File: config.mk
export PLATFORM = sky130hd
export DESIGN_NAME = acpt_div
export DESIGN_NICKNAME = d
export VERILOG_FILES = /design/src/sv/acpt_pkg.sv /design/src/sv/acpt_div.sv
export SDC_FILE = /design/constraint.sdc
export NUM_CORES = 1
export LEC_CHECK = 0
export BUFFER_PORTS_ARGS = -buffer_cell sky130_fd_sc_hd__buf_2
export CORE_ASPECT_RATIO = 1.4
export CORE_MARGIN = 1
export CORE_UTILIZATION = 65
export CTS_CLUSTER_SIZE = 24
export DETAILED_ROUTE_END_ITERATION = 6
export PLACE_DENSITY = 0.95
export SYNTH_ARGS = -nofsm -noshare
export SYNTH_HDL_FRONTEND = slang
export SYNTH_SLANG_ARGS = --single-unit
File: constraint.sdc
create_clock -name clock -period 9 [get_ports clock]
set_input_delay 0.45 -clock clock [delete_from_list [all_inputs] [get_ports clock]]
set_output_delay 0.45 -clock clock [all_outputs]
set_load 0.02 [all_outputs]
File: src/sv/acpt_pkg.sv
// Types and constants shared by the AC power triangle pipeline.
package acpt_pkg;

   // Apparent power is prod / 100000 = (prod >> 5) / 3125, the last step by reciprocal.
   localparam int          VA_PRESHIFT = 5;
   localparam logic [20:0] VA_RECIP    = 21'd1374389;
   localparam logic [11:0] VA_ODD      = 12'd3125;
   localparam logic [15:0] VA_MAX      = 16'hFFFF;
   localparam logic [14:0] VAR_MAX     = 15'h7FFF;
   localparam logic [6:0]  PF_FULL     = 7'd100;
   localparam logic [6:0]  DVD_SCALE   = 7'd100;
   localparam int          DIV_STEPS   = 7;
   localparam int          SQRT_STEPS  = 16;
   localparam logic [31:0] SQRT_TOP_BIT = 32'h4000_0000;

   typedef struct packed {
      logic [15:0] s;
      logic [16:0] pmag;
      logic        neg;
      logic [21:0] dvd;
   } front_out_type;

   typedef struct packed {
      logic [15:0] s;
      logic [16:0] pmag;
      logic [7:0]  pf;
   } div_out_type;

   typedef struct packed {
      logic [15:0] s;
      logic [7:0]  pf;
      logic [15:0] root;
   } sqrt_out_type;

endpackage

File: src/sv/acpt_div.sv
// Pipelined restoring divider for the power factor, one quotient bit a stage.
module acpt_div
   import acpt_pkg::*;
(
   input  logic          clock,
   input  logic          reset,
   input  logic          en,
   input  logic          in_valid,
   input  front_out_type in_data,
   output logic          out_valid,
   output div_out_type   out_data
);

   typedef struct packed {
      logic [15:0] s;
      logic [16:0] pmag;
      logic        neg;
      logic        big;
      logic [21:0] rem;
      logic [6:0]  quo;
   } div_stage_type;

   function automatic div_stage_type div_step(div_stage_type x, int b);
      div_stage_type y;
      logic [22:0]   sh;
      y  = x;
      sh = 23'({7'b0, x.s}) << b;
      if ({1'b0, x.rem} >= sh) begin
         y.rem = 22'({1'b0, x.rem} - sh);
         y.quo = x.quo | (7'd1 << b);
      end
      return y;
   endfunction

   div_stage_type             init;
   div_stage_type             st_in [DIV_STEPS];
   div_stage_type             st_ff [DIV_STEPS];
   logic [DIV_STEPS-1:0]      vld_ff;
   logic                      out_valid_ff;
   div_out_type               out_in;
   div_out_type               out_ff;
   div_stage_type             last;
   logic [6:0]                mag;

   always_comb begin
      init.s    = in_data.s;
      init.pmag = in_data.pmag;
      init.neg  = in_data.neg;
      // A quotient of 128 or more clamps anyway, so seven bits suffice.
      init.big  = ({1'b0, in_data.dvd} >= {in_data.s, 7'b0});
      init.rem  = in_data.dvd;
      init.quo  = '0;
      st_in[0]  = div_step(init, DIV_STEPS - 1);
      for (int k = 1; k < DIV_STEPS; k++) begin
         st_in[k] = div_step(st_ff[k-1], DIV_STEPS - 1 - k);
      end
   end

   always_comb begin
      last = st_ff[DIV_STEPS-1];
      if (last.s == 16'd0) begin
         mag = 7'd0;
      end else if (last.big || (last.quo > PF_FULL)) begin
         mag = PF_FULL;
      end else begin
         mag = last.quo;
      end
      out_in.s    = last.s;
      out_in.pmag = last.pmag;
      out_in.pf   = last.neg ? (8'd0 - {1'b0, mag}) : {1'b0, mag};
   end

   always_ff @(posedge clock) begin
      if (reset) begin
         vld_ff       <= '0;
         out_valid_ff <= 1'b0;
      end else if (en) begin
         vld_ff       <= {vld_ff[DIV_STEPS-2:0], in_valid};
         out_valid_ff <= vld_ff[DIV_STEPS-1];
      end
   end

   always_ff @(posedge clock) begin
      if (en) begin
         for (int k = 0; k < DIV_STEPS; k++) begin
            st_ff[k] <= st_in[k];
         end
         out_ff <= out_in;
      end
   end

   assign out_valid = out_valid_ff;
   assign out_data  = out_ff;

endmodule

==> impl_metrics.py <==
metrics = {
    "status": {
        "status": "finished clean",
    },
    "synthesis": {
        "yosysUniqueCellTypes": 77,
        "yosysSeqAreaShare_pct": 63.00,
        "ys_seq_elements": 454,
        "ys_async_sr_fraction_pct": 0,
        "synth_edf_count": 446,
        "netlist_instances": 1659,
        "syn_nets": 1853,
        "synth-main-ff-cell": "edfxtp_1",
        "yosysWarnings": 0,
        "netlist_area_um2": 21510,
        "syn_area_per_cell_um2": 12.97,
    },
    "placement": {
        "dp_hpwl_um": 28540,
        "io_buffers": 101,
        "place_congestion": 0.9615,
        "dpl_cell_area_um2": 22470,
    },
    "sta": {
        "layout_min_cycle_time_ps": 3920,
        "max_freq_mhz": 255.1,
        "drv_slew": 0,
        "fin_worst_skew_ps": 12.69,
        "tightest_slew_ps": 981.9,
        "final_hold_viol_count": 0,
        "setup_viol": 0,
        "rsz0062_at_grt": "false",
        "final.period_utilization_pct": 43.55,
        "tns_ps": 0,
        "max-slew-margin-rel_pct": 34.54,
    },
    "finish": {
        "stdcell_area_um2": 23740,
        "nFillCells": 2013,
        "mostFrequentLayoutCell": "edfxtp_1",
        "finish.net_count": 1967,
        "layout-drive-gt1-share_pct": 12.48,
        "syn2layout_area_growth_pct": 10.35,
        "final_cell_mix": "edfxtp_1, inv_1, ha_1, a21oi_1, nor2_1",
        "antenna_cells": 0,
    },
    "clock_tree": {
        "post_cts_buffers": 0,
        "cts.sinks": 454,
        "cts_tree": "built",
        "postCtsResizedCells": 0,
        "cts.reportedPaths.clkPinSlew_ps": 60,
        "clock_tree.buffer_depth": 3,
        "cts_root_buf": "clkbuf_16",
        "clk_latency_ps": 560,
        "holdBufCountCts": 0,
        "htreeDepth": 2,
        "cts_buffers": 42,
    },
    "hold_path": {
        "hold_path.class": "in2reg",
    },
    "routing": {
        "via_per_inst": 6.062,
        "wirelength_um": 41340,
        "drc_errors": 0,
        "wl_per_cell_um": 18.43,
        "num_vias": 13597,
        "ant_nets": 0,
        "firstDrtPassIters": 7,
        "drtIter0Drc": 905,
    },
    "floorplan": {
        "start_util_pct": 66.19,
        "die_y_um": 217.3,
        "ioPinCount": 102,
        "rows": 78,
        "coreArea_um2": 32500,
        "die_w_um": 155.8,
        "dieArea_um2": 33840,
    },
    "worst_setup_path": {
        "start_kind": "flop",
        "worstReg2RegEnd": "st_ff[4][21]",
        "crit_chain": "inv_1 > ha_1 > inv_1 > fa_1 > a211oi_1 > nor2_1 > o311ai_0 > o211ai_1 > nor2_1 > inv_2 > mux2_2",
        "end_kind": "flop",
        "rr_startpoint": "st_ff[3][9]",
        "cpMaxStageDelayCell": "o311ai_0",
        "critPathBufInv": 3,
        "rr_worst_depth": 11,
        "crit_required_ps": 9300,
        "max_stage_delay_ps": 720,
        "crit_family": "compound AO/OA/AOI/OAI gates",
        "cp_num_cells": 11,
        "crit_path_end": "st_ff[4][21]",
        "reg2reg_slack_ps": 5080,
        "crit_start": "st_ff[3][9]",
        "crit_arrival_ps": 4220,
        "worstPathMaxFanout": 27,
        "crit_type": "reg2reg",
    },
    "power_and_ir_drop": {
        "ir_drop_mv": 0.1394,
        "p_leak_nw": 9.275,
        "power_mw": 6.450,
        "cellPowerDensity_nw_per_um2": 271.7,
    },
    "grt": {
        "grt_pass1_wl_um": 66830,
        "grt_overflow": 0,
        "first_global_vias": 13940,
        "antenna_found_initial": 0,
        "grt_max_degree": 189,
        "grt_use_total_pct": 25.24,
    },
    "job": {
        "maxCapViolations": 0,
    },
}
-- layout make-up --
class                      count  area [µm²]  share of cell area, %
sequential                   454       13550                  57.09
multi-input combinational   1026        7254                  30.56
clock inverter                26       173.9                 0.7327
inverter                     142       538.0                  2.266
tap                          440       550.5                  2.319
timing repair buffer         107       573.1                  2.414
clock buffer                  48        1095                  4.612
-- cell usage after synthesis, drive strengths merged, types with 19 or more instances --
cell type	count	area [µm²]
edfxtp	446	13390
o21ai	93	465.4
xor2	30	262.8
ha	128	1602
a21o	29	217.7
nand2b	19	118.9
mux2	44	514.2
nand2	103	386.6
a21oi	119	595.6
o21a	21	157.7
nor3	28	140.1
inv	142	538.0
nor2	117	439.2
clkbuf	23	86.33
nor2b	21	138.9
xnor2	43	376.6
nand3	26	130.1
-- sequential cells by signal (all words and copies together) (netlist names) --
register and cells:
out_valid 1, st_ff 405, vld_ff 7, out_data 41
-- per-stage QoR --
step | hold slack (ps) | setup WS (ps) | utilization (%) | std cells
after floorplan | 400.3 | 6127 | - | 1659
after global placement | 400.3 | 5379 | 69.14 | 2169
after detailed placement | 404.5 | 5229 | 69.14 | 2169
after CTS | 52.08 | 5203 | 73.04 | 2243
after global routing | 50.11 | 4880 | 73.04 | 2243
final | 70.66 | 5080 | 73.04 | 2243
-- worst min-delay path by stage --
stage	slack [ps]	endpoint	cells past startpoint	startpoint
2_1_floorplan	400	out_data[10]	0	st_ff[6][33]
3_3_place_gp	400	st_ff[4][43]	0	st_ff[3][43]
3_5_place_dp	400	out_data[9]	0	st_ff[6][32]
4_1_cts	50	st_ff[0][45]	1	in_data[37]
5_1_grt	50	st_ff[0][45]	1	in_data[37]
6_report	70	st_ff[0][45]	1	in_data[37]
-- cell families after synthesis --
family,after synthesis,synth area share [%]
AND/OR/NAND/NOR,387,8.614
adder cells (fa/ha/maj),134,8.003
XOR/XNOR,73,2.972
buffers and inverters,179,3.327
multiplexers,59,3.088
flip-flops,454,63.00
AO/OA/AOI/OAI,373,10.99
-- routing by layer --
metal / routed length, µm / share of wire, % / GRT usage (%)
met1: 14600 / 35 / 25.34
met4: 2388 / 5.8 / 15.78
met3: 1599 / 3.9 / 2.987
met5: 0 / 0 / 0
met2: 22750 / 55 / 48.70
-- report_power, final --
group | leakage (nW) | switching (mW) | internal (mW)
clock | 0.623 | 0.748 | 0.907
sequential | 4.41 | 0.160 | 2.74
combinational | 4.24 | 1.10 | 0.797
total | 9.27 | 2.01 | 4.44
Power figures use the tool's default switching activity.
