--- config.mk ---
export PLATFORM = sky130hd
export DESIGN_NAME = acpt_front
export DESIGN_NICKNAME = d
export VERILOG_FILES = /design/src/sv/acpt_pkg.sv /design/src/sv/acpt_front.sv
export SDC_FILE = /design/constraint.sdc
export NUM_CORES = 2
export LEC_CHECK = 0
export BUFFER_PORTS_ARGS = -buffer_cell sky130_fd_sc_hd__buf_4
export CAP_MARGIN = 20
export CORE_MARGIN = 1
export CORE_UTILIZATION = 30
export CTS_CLUSTER_SIZE = 30
export DETAILED_ROUTE_END_ITERATION = 8
export SYNTH_ARGS = -nofsm -noshare
export SYNTH_HDL_FRONTEND = slang
export SYNTH_SLANG_ARGS = --single-unit
export TNS_END_PERCENT = 5
--- constraint.sdc ---
create_clock -name clock -period 11.82 [get_ports clock]
set_clock_uncertainty 0.1 [all_clocks]
set_input_delay 2.364 -clock clock [delete_from_list [all_inputs] [get_ports clock]]
set_output_delay 2.364 -clock clock [all_outputs]
set_load 0.01 [all_outputs]
--- src/sv/acpt_pkg.sv ---
// Types and constants shared by the AC power triangle pipeline.
package acpt_pkg;

   // Apparent power is prod / 100000 = (prod >> 5) / 3125, the last step by reciprocal.
   localparam int          VA_PRESHIFT = 5;
   localparam logic [20:0] VA_RECIP    = 21'd1374389;
   localparam logic [11:0] VA_ODD      = 12'd3125;
   localparam logic [15:0] VA_MAX      = 16'hFFFF;
   localparam logic [14:0] VAR_MAX     = 15'h7FFF;
   localparam logic [6:0]  PF_FULL     = 7'd100;
   localparam logic [6:0]  DVD_SCALE   = 7'd100;
   localparam int          DIV_STEPS   = 7;
   localparam int          SQRT_STEPS  = 16;
   localparam logic [31:0] SQRT_TOP_BIT = 32'h4000_0000;

   typedef struct packed {
      logic [15:0] s;
      logic [16:0] pmag;
      logic        neg;
      logic [21:0] dvd;
   } front_out_type;

   typedef struct packed {
      logic [15:0] s;
      logic [16:0] pmag;
      logic [7:0]  pf;
   } div_out_type;

   typedef struct packed {
      logic [15:0] s;
      logic [7:0]  pf;
      logic [15:0] root;
   } sqrt_out_type;

endpackage

--- src/sv/acpt_front.sv ---
// Front stages: V*I product, reciprocal division to apparent power, magnitude of P.
module acpt_front
   import acpt_pkg::*;
(
   input  logic                clock,
   input  logic                reset,
   input  logic                en,
   input  logic                in_valid,
   input  logic [15:0]         voltage_centivolts,
   input  logic [15:0]         current_milliamps,
   input  logic signed [15:0]  active_watts,
   output logic                out_valid,
   output front_out_type       out_data
);

   logic [15:0]   p_raw;
   logic [16:0]   pmag_in;
   logic          a_valid_ff, b_valid_ff, c_valid_ff;
   logic [31:0]   a_prod_ff;
   logic [16:0]   a_pmag_ff, b_pmag_ff;
   logic          a_neg_ff, b_neg_ff;
   logic [47:0]   b_mul_ff;
   logic [26:0]   b_num_ff;
   logic [15:0]   qe;
   logic [27:0]   back;
   logic [27:0]   rem;
   logic [16:0]   s_full;
   front_out_type c_in;
   front_out_type c_ff;

   assign p_raw   = active_watts;
   assign pmag_in = p_raw[15] ? (17'h10000 - {1'b0, p_raw}) : {1'b0, p_raw};

   // The estimate is the true quotient or one below it; one compare fixes it.
   always_comb begin
      qe     = b_mul_ff[47:32];
      back   = 28'({12'b0, qe} * 28'(VA_ODD));
      rem    = {1'b0, b_num_ff} - back;
      s_full = {1'b0, qe} + 17'(rem >= 28'(VA_ODD));
      c_in.s    = (s_full > {1'b0, VA_MAX}) ? VA_MAX : s_full[15:0];
      c_in.pmag = b_pmag_ff;
      c_in.neg  = b_neg_ff;
      c_in.dvd  = 22'({5'b0, b_pmag_ff} * 22'(DVD_SCALE));
   end

   always_ff @(posedge clock) begin
      if (reset) begin
         a_valid_ff <= 1'b0;
         b_valid_ff <= 1'b0;
         c_valid_ff <= 1'b0;
      end else if (en) begin
         a_valid_ff <= in_valid;
         b_valid_ff <= a_valid_ff;
         c_valid_ff <= b_valid_ff;
      end
   end

   always_ff @(posedge clock) begin
      if (en) begin
         a_prod_ff <= {16'b0, voltage_centivolts} * {16'b0, current_milliamps};
         a_pmag_ff <= pmag_in;
         a_neg_ff  <= p_raw[15];
         b_mul_ff  <= 48'(a_prod_ff[31:VA_PRESHIFT]) * 48'(VA_RECIP);
         b_num_ff  <= a_prod_ff[31:VA_PRESHIFT];
         b_pmag_ff <= a_pmag_ff;
         b_neg_ff  <= a_neg_ff;
         c_ff      <= c_in;
      end
   end

   assign out_valid = c_valid_ff;
   assign out_data  = c_ff;

endmodule

==> results.sh <==
export IMPL_cpMaxStageDelayCell="sky130_fd_sc_hd__fa_1"
export IMPL_worst_path_buffer_plus_inverter_count=6
export IMPL_drc_errors=0
export IMPL_initial_antenna_violation_count=0
export IMPL_grtUsageTotal_pct=12.7
export IMPL_layout_core_utilization_pct=33.1
export IMPL_drtIter0Drc=696
export IMPL_critical_path_max_fanout=16
export IMPL_die_w_um=317
export IMPL_mostFrequentLayoutCell="sky130_fd_sc_hd__inv_1"
export IMPL_nNetsFinal=4051
export IMPL_synth_edff_count=157
export IMPL_cts_buffers_inserted=17
export IMPL_reg2reg_from="b_mul_ff[43]"
export IMPL_synthArstFlopShare_pct=0
export IMPL_cts_reportedPaths_clkPinSlew_ns=0.07
export IMPL_fp_dieArea_um2=101000
export IMPL_startpoint_type="input pin"
export IMPL_drv_max_cap_violation_count=0
export IMPL_timing_hold_worst_class="flop to flop"
export IMPL_crit_type="input pin to flop"
export IMPL_hold_viol_final=0
export IMPL_clock_sink_count=160
export IMPL_cpMostUsedCell="sky130_fd_sc_hd__fa_1"
export IMPL_totalWireLength_mm=60.9
export IMPL_timing_critical_path_arrival_ns=8.18
export IMPL_critPathRequiredTime_ns=11.93
export IMPL_cts_path_max_buffers=2
export IMPL_synth_area_top_cells="sky130_fd_sc_hd__fa_1 (34%), sky130_fd_sc_hd__ha_1 (23%), sky130_fd_sc_hd__edfxtp_1 (16%)"
export IMPL_wire_length_of_the_first_global_routing_pass_mm=101
export IMPL_yosysTopAreaCell="sky130_fd_sc_hd__fa_1"
export IMPL_core_um2=98400
export IMPL_clk_insertion_delay_late_ns=0.48
export IMPL_setup_viol=0
export IMPL_share_of_final_layout_standard_cells_stronger_than_drive_strength_1_pct=5.47
export IMPL_crit_start="voltage_centivolts[10]"
export IMPL_synth_top_flop_cell="sky130_fd_sc_hd__edfxtp_1"
export IMPL_ios=109
export IMPL_place_congestion=0.845
export IMPL_number_of_distinct_library_cells_after_synthesis=80
export IMPL_tritoncts="built"
export IMPL_yosys_warnings=0
export IMPL_ff2ff_setup_slack_ns=3.88
export IMPL_port_buffers=106
export IMPL_max_clock_freq_mhz=124
export IMPL_mostFrequentLayoutCells="sky130_fd_sc_hd__inv_1 (757), sky130_fd_sc_hd__ha_1 (544), sky130_fd_sc_hd__fa_1 (506)"
export IMPL_crit_path_max_incr_delay_ns=0.55
export IMPL_pin_count_of_the_biggest_net_entering_global_routing=97
export IMPL_path_delay_family="adder cells"
export IMPL_max_slew_worst_pin_slew_ns=0.935
export IMPL_antennaDiodeCount=0
export IMPL_synth_top_area_share_pct=34.0
export IMPL_timing_slew_headroom_pct=37.7
export IMPL_ant_nets=0
export IMPL_holdBufCountCts=0
export IMPL_cts_setup_buffers=0
export IMPL_synth_yosys_seq_area_share_pct=16.0
export IMPL_synthesis_area_um2=29800
export IMPL_ys_ff_latch=160
export IMPL_path_cells="buf_4 > nand2_1 > fa_1 > inv_1 > fa_1 > inv_1 > fa_1 > fa_1 > inv_1 > fa_1 > inv_1 > fa_1 > inv_1 > ha_1 > nand4_1 > nor2_1 > and2_0 > a311o_1 > a311o_1 > o211ai_2 > a21oi_1 > a221oi_2 > a21oi_1"
export IMPL_globalRoute_totalOverflow=0
export IMPL_dr_pass1_iters=5
export IMPL_die_height_um=317
export IMPL_final_min_period_over_clock_period_pct=68.3
export IMPL_syn_avg_cell_area_um2=10.4
export IMPL_worst_hold_startpoint="a_pmag_ff[7]"
export IMPL_hpwl_mm=52.1
export IMPL_grt_setup_unrepaired="false"
export IMPL_synthCells=2862
export IMPL_slew_viol_final=0
export IMPL_initial_utilization_pct=30.2
export IMPL_first_global_vias=19472
export IMPL_min_period_ns=8.07
export IMPL_timing_setup_tns_ns=0
export IMPL_run_status="completed"
export IMPL_clockRootBuffer="sky130_fd_sc_hd__clkbuf_16"
export IMPL_area_delta_synth_final_pct=9.57
export IMPL_wl_per_cell_um=14.3
export IMPL_vias_per_cell=4.42
export IMPL_placement_rows=115
export IMPL_h_tree_depth=4
export IMPL_worst_setup_path_end_kind="flop"
export IMPL_post_cts_resized=0
export IMPL_routed_via_count=18800
worst paths after layout:
check,to,cells past startpoint
hold reg to reg,b_pmag_ff[7],0
setup / recovery,a_prod_ff[26],23
setup reg to reg,out_data[51],24
hold / removal,b_pmag_ff[7],0
flip-flops by register name (all words and copies together), names as in the netlist:
signal and count:
b_valid_ff 1, a_prod_ff 27, b_pmag_ff 17, b_neg_ff 1, b_num_ff 25, a_valid_ff 1, a_pmag_ff 17, a_neg_ff 1
b_mul_ff 18, out_data 51, out_valid 1
cells in the mapped netlist (28+ instances only):
master and n:
sky130_fd_sc_hd__a21oi_1 62, sky130_fd_sc_hd__and2_1 100, sky130_fd_sc_hd__clkbuf_1 36, sky130_fd_sc_hd__edfxtp_1 157, sky130_fd_sc_hd__fa_1 506, sky130_fd_sc_hd__ha_1 544, sky130_fd_sc_hd__inv_1 757, sky130_fd_sc_hd__nand2_1 211
sky130_fd_sc_hd__nand3_1 33, sky130_fd_sc_hd__nor2_1 59, sky130_fd_sc_hd__o21ai_0 45, sky130_fd_sc_hd__xnor2_1 69, sky130_fd_sc_hd__xor2_1 28
metal layers:
metal / global-route usage, % / part of all wire (%)
met5: 0 / 0
met4: 2.40 / 1.2
met3: 1.60 / 2.8
met2: 21.1 / 48
met1: 17.7 / 48
layout make-up:
type / count / area, um2
Fill cell: 10098 / 65800
Multi-Input combinational cell: 1905 / 22000
Sequential cell: 160 / 4770
Inverter: 757 / 2840
Tap cell: 1287 / 1610
Timing Repair Buffer: 108 / 815
Clock buffer: 18 / 429
Clock inverter: 14 / 165
kinds of logic after synthesis:
kind of cell / after synthesis / synth area share [%]
adders and majority gates: 1050 / 56.9
buffers and inverters: 799 / 10.1
and+or+nand+nor: 518 / 8.59
AOI/OAI and AO/OA: 232 / 5.32
DFF: 160 / 16.0
xor gates and xnor gates: 97 / 2.85
muxes: 5 / 0.168
other: 1 / 0.0126
per-stage QoR:
stage	setup slack [ns]	hold WS (ns)	instance area [um2]	cells
floorplan	3.52	0.300	29800	2864
finish	3.75	0.312	32600	4249
global placement	3.29	0.301	32000	4217
global route	3.39	0.321	32600	4249
CTS	3.77	0.314	32600	4249
detailed placement	3.23	0.305	32000	4217
Power is left out: the tool's default activity adds up to more than one toggle a clock period on the data nets, which glitch-free logic cannot reach.
