--- src/sv/acpt_pkg.sv ---
// Types and constants shared by the AC power triangle pipeline.
package acpt_pkg;

   // Apparent power is prod / 100000 = (prod >> 5) / 3125, the last step by reciprocal.
   localparam int          VA_PRESHIFT = 5;
   localparam logic [20:0] VA_RECIP    = 21'd1374389;
   localparam logic [11:0] VA_ODD      = 12'd3125;
   localparam logic [15:0] VA_MAX      = 16'hFFFF;
   localparam logic [14:0] VAR_MAX     = 15'h7FFF;
   localparam logic [6:0]  PF_FULL     = 7'd100;
   localparam logic [6:0]  DVD_SCALE   = 7'd100;
   localparam int          DIV_STEPS   = 7;
   localparam int          SQRT_STEPS  = 16;
   localparam logic [31:0] SQRT_TOP_BIT = 32'h4000_0000;

   typedef struct packed {
      logic [15:0] s;
      logic [16:0] pmag;
      logic        neg;
      logic [21:0] dvd;
   } front_out_type;

   typedef struct packed {
      logic [15:0] s;
      logic [16:0] pmag;
      logic [7:0]  pf;
   } div_out_type;

   typedef struct packed {
      logic [15:0] s;
      logic [7:0]  pf;
      logic [15:0] root;
   } sqrt_out_type;

endpackage

--- src/sv/acpt_sqrt.sv ---
// Pipelined floor square root of S*S - P*P, one root bit a stage.
module acpt_sqrt
   import acpt_pkg::*;
(
   input  logic         clock,
   input  logic         reset,
   input  logic         en,
   input  logic         in_valid,
   input  div_out_type  in_data,
   output logic         out_valid,
   output sqrt_out_type out_data
);

   typedef struct packed {
      logic [15:0] s;
      logic [7:0]  pf;
      logic [31:0] rad;
      logic [31:0] acc;
   } sqrt_stage_type;

   function automatic sqrt_stage_type sq_step(sqrt_stage_type x, logic [31:0] b);
      sqrt_stage_type y;
      logic [31:0]    trial;
      y     = x;
      trial = x.acc + b;
      if (x.rad >= trial) begin
         y.rad = x.rad - trial;
         y.acc = (x.acc >> 1) + b;
      end else begin
         y.acc = x.acc >> 1;
      end
      return y;
   endfunction

   logic                    q0_valid_ff, q1_valid_ff;
   logic [31:0]             q0_s2_ff;
   logic [30:0]             q0_p2_ff;
   logic [15:0]             q0_s_ff;
   logic [7:0]              q0_pf_ff;
   sqrt_stage_type          q1_in;
   sqrt_stage_type          q1_ff;
   sqrt_stage_type          it_in [SQRT_STEPS];
   sqrt_stage_type          it_ff [SQRT_STEPS];
   logic [SQRT_STEPS-1:0]   vld_ff;

   always_comb begin
      q1_in.s   = q0_s_ff;
      q1_in.pf  = q0_pf_ff;
      q1_in.rad = (q0_s2_ff > {1'b0, q0_p2_ff}) ? (q0_s2_ff - {1'b0, q0_p2_ff}) : 32'd0;
      q1_in.acc = '0;
      it_in[0]  = sq_step(q1_ff, SQRT_TOP_BIT);
      for (int k = 1; k < SQRT_STEPS; k++) begin
         it_in[k] = sq_step(it_ff[k-1], SQRT_TOP_BIT >> (2 * k));
      end
   end

   always_ff @(posedge clock) begin
      if (reset) begin
         q0_valid_ff <= 1'b0;
         q1_valid_ff <= 1'b0;
         vld_ff      <= '0;
      end else if (en) begin
         q0_valid_ff <= in_valid;
         q1_valid_ff <= q0_valid_ff;
         vld_ff      <= {vld_ff[SQRT_STEPS-2:0], q1_valid_ff};
      end
   end

   always_ff @(posedge clock) begin
      if (en) begin
         q0_s2_ff <= {16'b0, in_data.s} * {16'b0, in_data.s};
         q0_p2_ff <= 31'({14'b0, in_data.pmag} * {14'b0, in_data.pmag});
         q0_s_ff  <= in_data.s;
         q0_pf_ff <= in_data.pf;
         q1_ff    <= q1_in;
         for (int k = 0; k < SQRT_STEPS; k++) begin
            it_ff[k] <= it_in[k];
         end
      end
   end

   assign out_valid     = vld_ff[SQRT_STEPS-1];
   assign out_data.s    = it_ff[SQRT_STEPS-1].s;
   assign out_data.pf   = it_ff[SQRT_STEPS-1].pf;
   assign out_data.root = it_ff[SQRT_STEPS-1].acc[15:0];

endmodule

--- config.mk ---
export PLATFORM = sky130hd
export DESIGN_NAME = acpt_sqrt
export DESIGN_NICKNAME = d
export VERILOG_FILES = /design/src/sv/acpt_pkg.sv /design/src/sv/acpt_sqrt.sv
export SDC_FILE = /design/constraint.sdc
export NUM_CORES = 2
export LEC_CHECK = 0
export BUFFER_PORTS_ARGS = -buffer_cell sky130_fd_sc_hd__buf_4
export CELL_PAD_IN_SITES_DETAIL_PLACEMENT = 0
export CELL_PAD_IN_SITES_GLOBAL_PLACEMENT = 1
export CORE_MARGIN = 2
export CORE_UTILIZATION = 48
export DETAILED_ROUTE_END_ITERATION = 16
export PLACE_DENSITY_LB_ADDON = 0.1
export SLEW_MARGIN = 15
export SYNTH_ARGS = -nofsm -noshare
export SYNTH_HDL_FRONTEND = slang
export SYNTH_SLANG_ARGS = --single-unit
--- constraint.sdc ---
create_clock -name clock -period 7.3 [get_ports clock]
set_clock_uncertainty 0.15 [all_clocks]
set_input_delay 1.095 -clock clock [delete_from_list [all_inputs] [get_ports clock]]
set_output_delay 1.095 -clock clock [all_outputs]
set_load 0.05 [all_outputs]
==> key figures <==
GRT
  • Gr usage total: 18.0%
  • Congestion Overflow GR: 0
  • Pin count of the biggest net entering global routing: 207
  • Vias in the first global route: 36900
  • First-pass GRT wire length: 194000 um
  • Initial antenna violation count: 0

Clock tree
  • Clk_lat worst skew: 0.74 ns
  • Sink Count: 1158
  • Post-cts hold buffer count: 0
  • Postcts setup bufs: 0
  • Clk slew on worst S/H paths: 0.06 ns
  • Longest Clk Path Bufs: 3
  • Root Buffer Master: clkbuf_16
  • TritonCTS Buffers: 120
  • Post-CTS sizing: 0
  • H-tree depth: 3
  • CTS tree: built

Layout
  • Fin cells: 6920
  • Final Net Count: 5856
  • Fin area: 69800 sq um
  • Synthesis-to-finish area growth: 11.0%
  • Share of cells above drive strength 1: 7.63%

Min path
  • Hold crit path type: flop to flop

Yosys
  • Synth async-reset ratio: 0%
  • Sequential area share after synthesis: 55.0%
  • Ys Warns: 0
  • Number of synthesized flops with an enable pin: 1140
  • Top FF cell, synth: edfxtp_1
  • Post-synthesis register bit count: 1158
  • Mapped Area: 62900 sq um
  • Synth Area per Inst: 12.8 sq um
  • Syn Nets: 5707
  • Netlist cell types: 81
  • Post-Synthesis Cells: 4927

Timing
  • Fmax: 0.152 GHz
  • Post-route clock period utilization: 90.0%
  • Max Transition Viols Final: 0
  • Endpoints failing hold: 0
  • Period minus WS final: 6.57 ns
  • Slew @ Worst Pin: 1.14 ns
  • RSZ-0062 raised after global routing: false
  • Slew margin rel.: 23.7%
  • Fin Hold WS: 0.211 ns
  • Final setup fails: 0

Worst setup path
  • Worst Path Required: 7.61 ns
  • Arr. time, crit path: 6.88 ns
  • Worst setup SP type: input pin
  • Setup CP Type: input pin to flop
  • Critical path endpoint category: flop
  • Max Fanout on Critical Path: 9

Power and ir drop
  • Leakage: 0.0291 uW
  • Power Density: 426 nW/um^2
  • VDD IR-drop max: 0.000627 V

Floorplan
  • Core area: 130000 sq um
  • Initial Utilization: 48.5%
  • Chip width: 366 um
  • Die area: 134000 sq um
  • Die Y: 366 um
  • Cell row count: 132
  • Io pins: 86

Route
  • DRC Markers: 0
  • TritonRoute pass-1 iters: 5
  • Vias per std cell: 5.13
  • Total number of vias: 35500
  • ANT nets after route: 0
  • Initial detailed-routing violation count: 1832
  • Wirelength per Cell: 17.0 um
  • WL final: 117000 um

Place
  • I/O Buffers: 85
  • Placed cell area: 65800 sq um
  • Final HPWL DP: 88900 um
  • Cell count after placement: 6696
  • RePlAce Congestion: 0.828

Outcome
  • Run status: completed

Job
  • Max Cap Violations: 0
==> final timing paths <==
| path | startpoint | depth (start not counted) | to | slack [ns] |
|---|---|---|---|---|
| worst min register to register | it_ff[0][340] | 0 | it_ff[0][428] | 0.21 |
| worst min-delay path | it_ff[0][340] | 0 | it_ff[0][428] | 0.21 |
| worst max-delay path | in_data[16] | 23 | q0_p2_ff[29] | 0.73 |
| worst max register to register | it_ff[1][489] | 8 | it_ff[1][585] | 3.15 |
==> cell families (layout without fill, tap and decap cells) <==
family,after synthesis,count (layout),share of synthesized area (%)
compound gates,662,662,6.69
xor+xnor,282,282,3.94
fa+ha+maj,735,735,18.9
buf+inv,880,1130,5.51
flops,1158,1158,55.0
mux,48,48,0.821
other cells,0,1,0
simple gates,1162,1162,9.19
==> area by class of cell <==
class	instances	area, sq um
clock inverters	72	800
fillers	11200	60000
repair buffers	165	1350
inverters	742	2790
clock buffers	151	3260
multi-input cells	2889	24900
flip-flops and latches	1158	34600
well taps	1742	2180
diodes	1	2.50
==> placed cells by master (no fill, tap or decap), types with 12 or more instances in the layout <==
cell | synthesis | routed
edfxtp_1 | 1140 | 1140
inv_1 | 741 | 741
ha_1 | 378 | 378
fa_1 | 357 | 357
nand2_1 | 327 | 327
nor2_1 | 255 | 255
a21oi_1 | 198 | 198
xnor2_1 | 157 | 157
buf_4 | 40 | 156
o21ai_0 | 144 | 144
clkbuf_16 | 0 | 125
xor2_1 | 124 | 124
and2_1 | 114 | 114
nor3_1 | 90 | 90
a21o_1 | 88 | 88
nor4_1 | 78 | 78
nand3_1 | 56 | 56
o21a_1 | 44 | 44
nand4_1 | 41 | 41
nor2b_1 | 36 | 36
nand2b_1 | 34 | 34
or3_1 | 33 | 33
o31ai_1 | 28 | 27
mux2i_1 | 25 | 25
clkinv_1 | 1 | 25
a31oi_1 | 23 | 23
clkbuf_1 | 92 | 23
o21bai_1 | 21 | 21
mux2_2 | 21 | 21
a211oi_1 | 20 | 20
clkinv_2 | 0 | 19
dfxtp_1 | 18 | 18
and3_1 | 17 | 17
or2_2 | 16 | 16
nor4b_1 | 14 | 14
nand4b_1 | 12 | 12
==> Yosys cell counts (all sizes together), types with 18 or more instances <==
master,number,area share (%)
edfxtp,1140,54
inv,741,4.4
ha,378,7.5
fa,357,11
nand2,327,2.0
nor2,255,1.5
a21oi,199,1.6
xnor2,158,2.2
o21ai,147,1.2
xor2,124,1.7
and2,114,1.1
clkbuf,92,0.55
nor3,90,0.72
a21o,88,1.0
nor4,78,0.78
nand3,56,0.45
buf,46,0.54
o21a,44,0.52
nand4,41,0.41
nor2b,36,0.36
nand2b,34,0.34
or3,33,0.33
o31ai,28,0.33
mux2i,25,0.40
a31oi,23,0.23
mux2,23,0.42
o21bai,21,0.25
a211oi,20,0.24
dfxtp,18,0.57
==> sequential cells by signal, indices dropped and copies added, names as in the netlist <==
register / flops
q0_p2_ff: 30
it_in: 24
vld_ff: 16
q0_valid_ff: 1
q1_ff: 32
q0_s_ff: 15
q0_pf_ff: 8
q0_s2_ff: 31
q1_valid_ff: 1
it_ff: 1000
==> worst max-delay path, cell delays in order <==
cell	delay, ns
buf_4	0.17
nand2_1	0.10
fa_1	0.56
inv_1	0.06
fa_1	0.49
inv_1	0.05
fa_1	0.52
inv_1	0.05
fa_1	0.45
fa_1	0.50
inv_1	0.05
fa_1	0.47
inv_1	0.04
ha_1	0.28
a21o_1	0.17
a21oi_1	0.15
or3b_2	0.44
o21ai_0	0.28
buf_4	0.18
o211a_1	0.20
o21ai_0	0.13
a311oi_1	0.34
xnor2_1	0.10
==> report_power, final <==
group          internal, uW  switching [uW]
Sequential             9150             589
Combinational          6040            7850
Clock                  3570            2560
Total                 18800           11000
==> through the flow <==
| step | utilization (%) | setup TNS, ns | worst slack [ns] | total power (uW) |
|---|---|---|---|---|
| 2_1_floorplan | - | 0 | 0.119 | 20000 |
| 6_report | 53.8 | 0 | 0.729 | 29800 |
| 5_1_grt | 53.8 | 0 | 0.418 | 32400 |
| 3_5_place_dp | 50.7 | -0.136 | -0.0714 | 23900 |
| 3_3_place_gp | 50.7 | -0.0638 | -0.0395 | 23900 |
| 4_1_cts | 53.8 | 0 | 0.715 | 30300 |
==> routing by layer <==
metal | part of all wire, % | GRT usage, %
met1 | 41 | 21.6
met3 | 2.5 | 2.13
met4 | 2.5 | 5.63
met2 | 54 | 33.6
met5 | 0 | 0
Note: power is estimated with default switching activity, not from simulation.
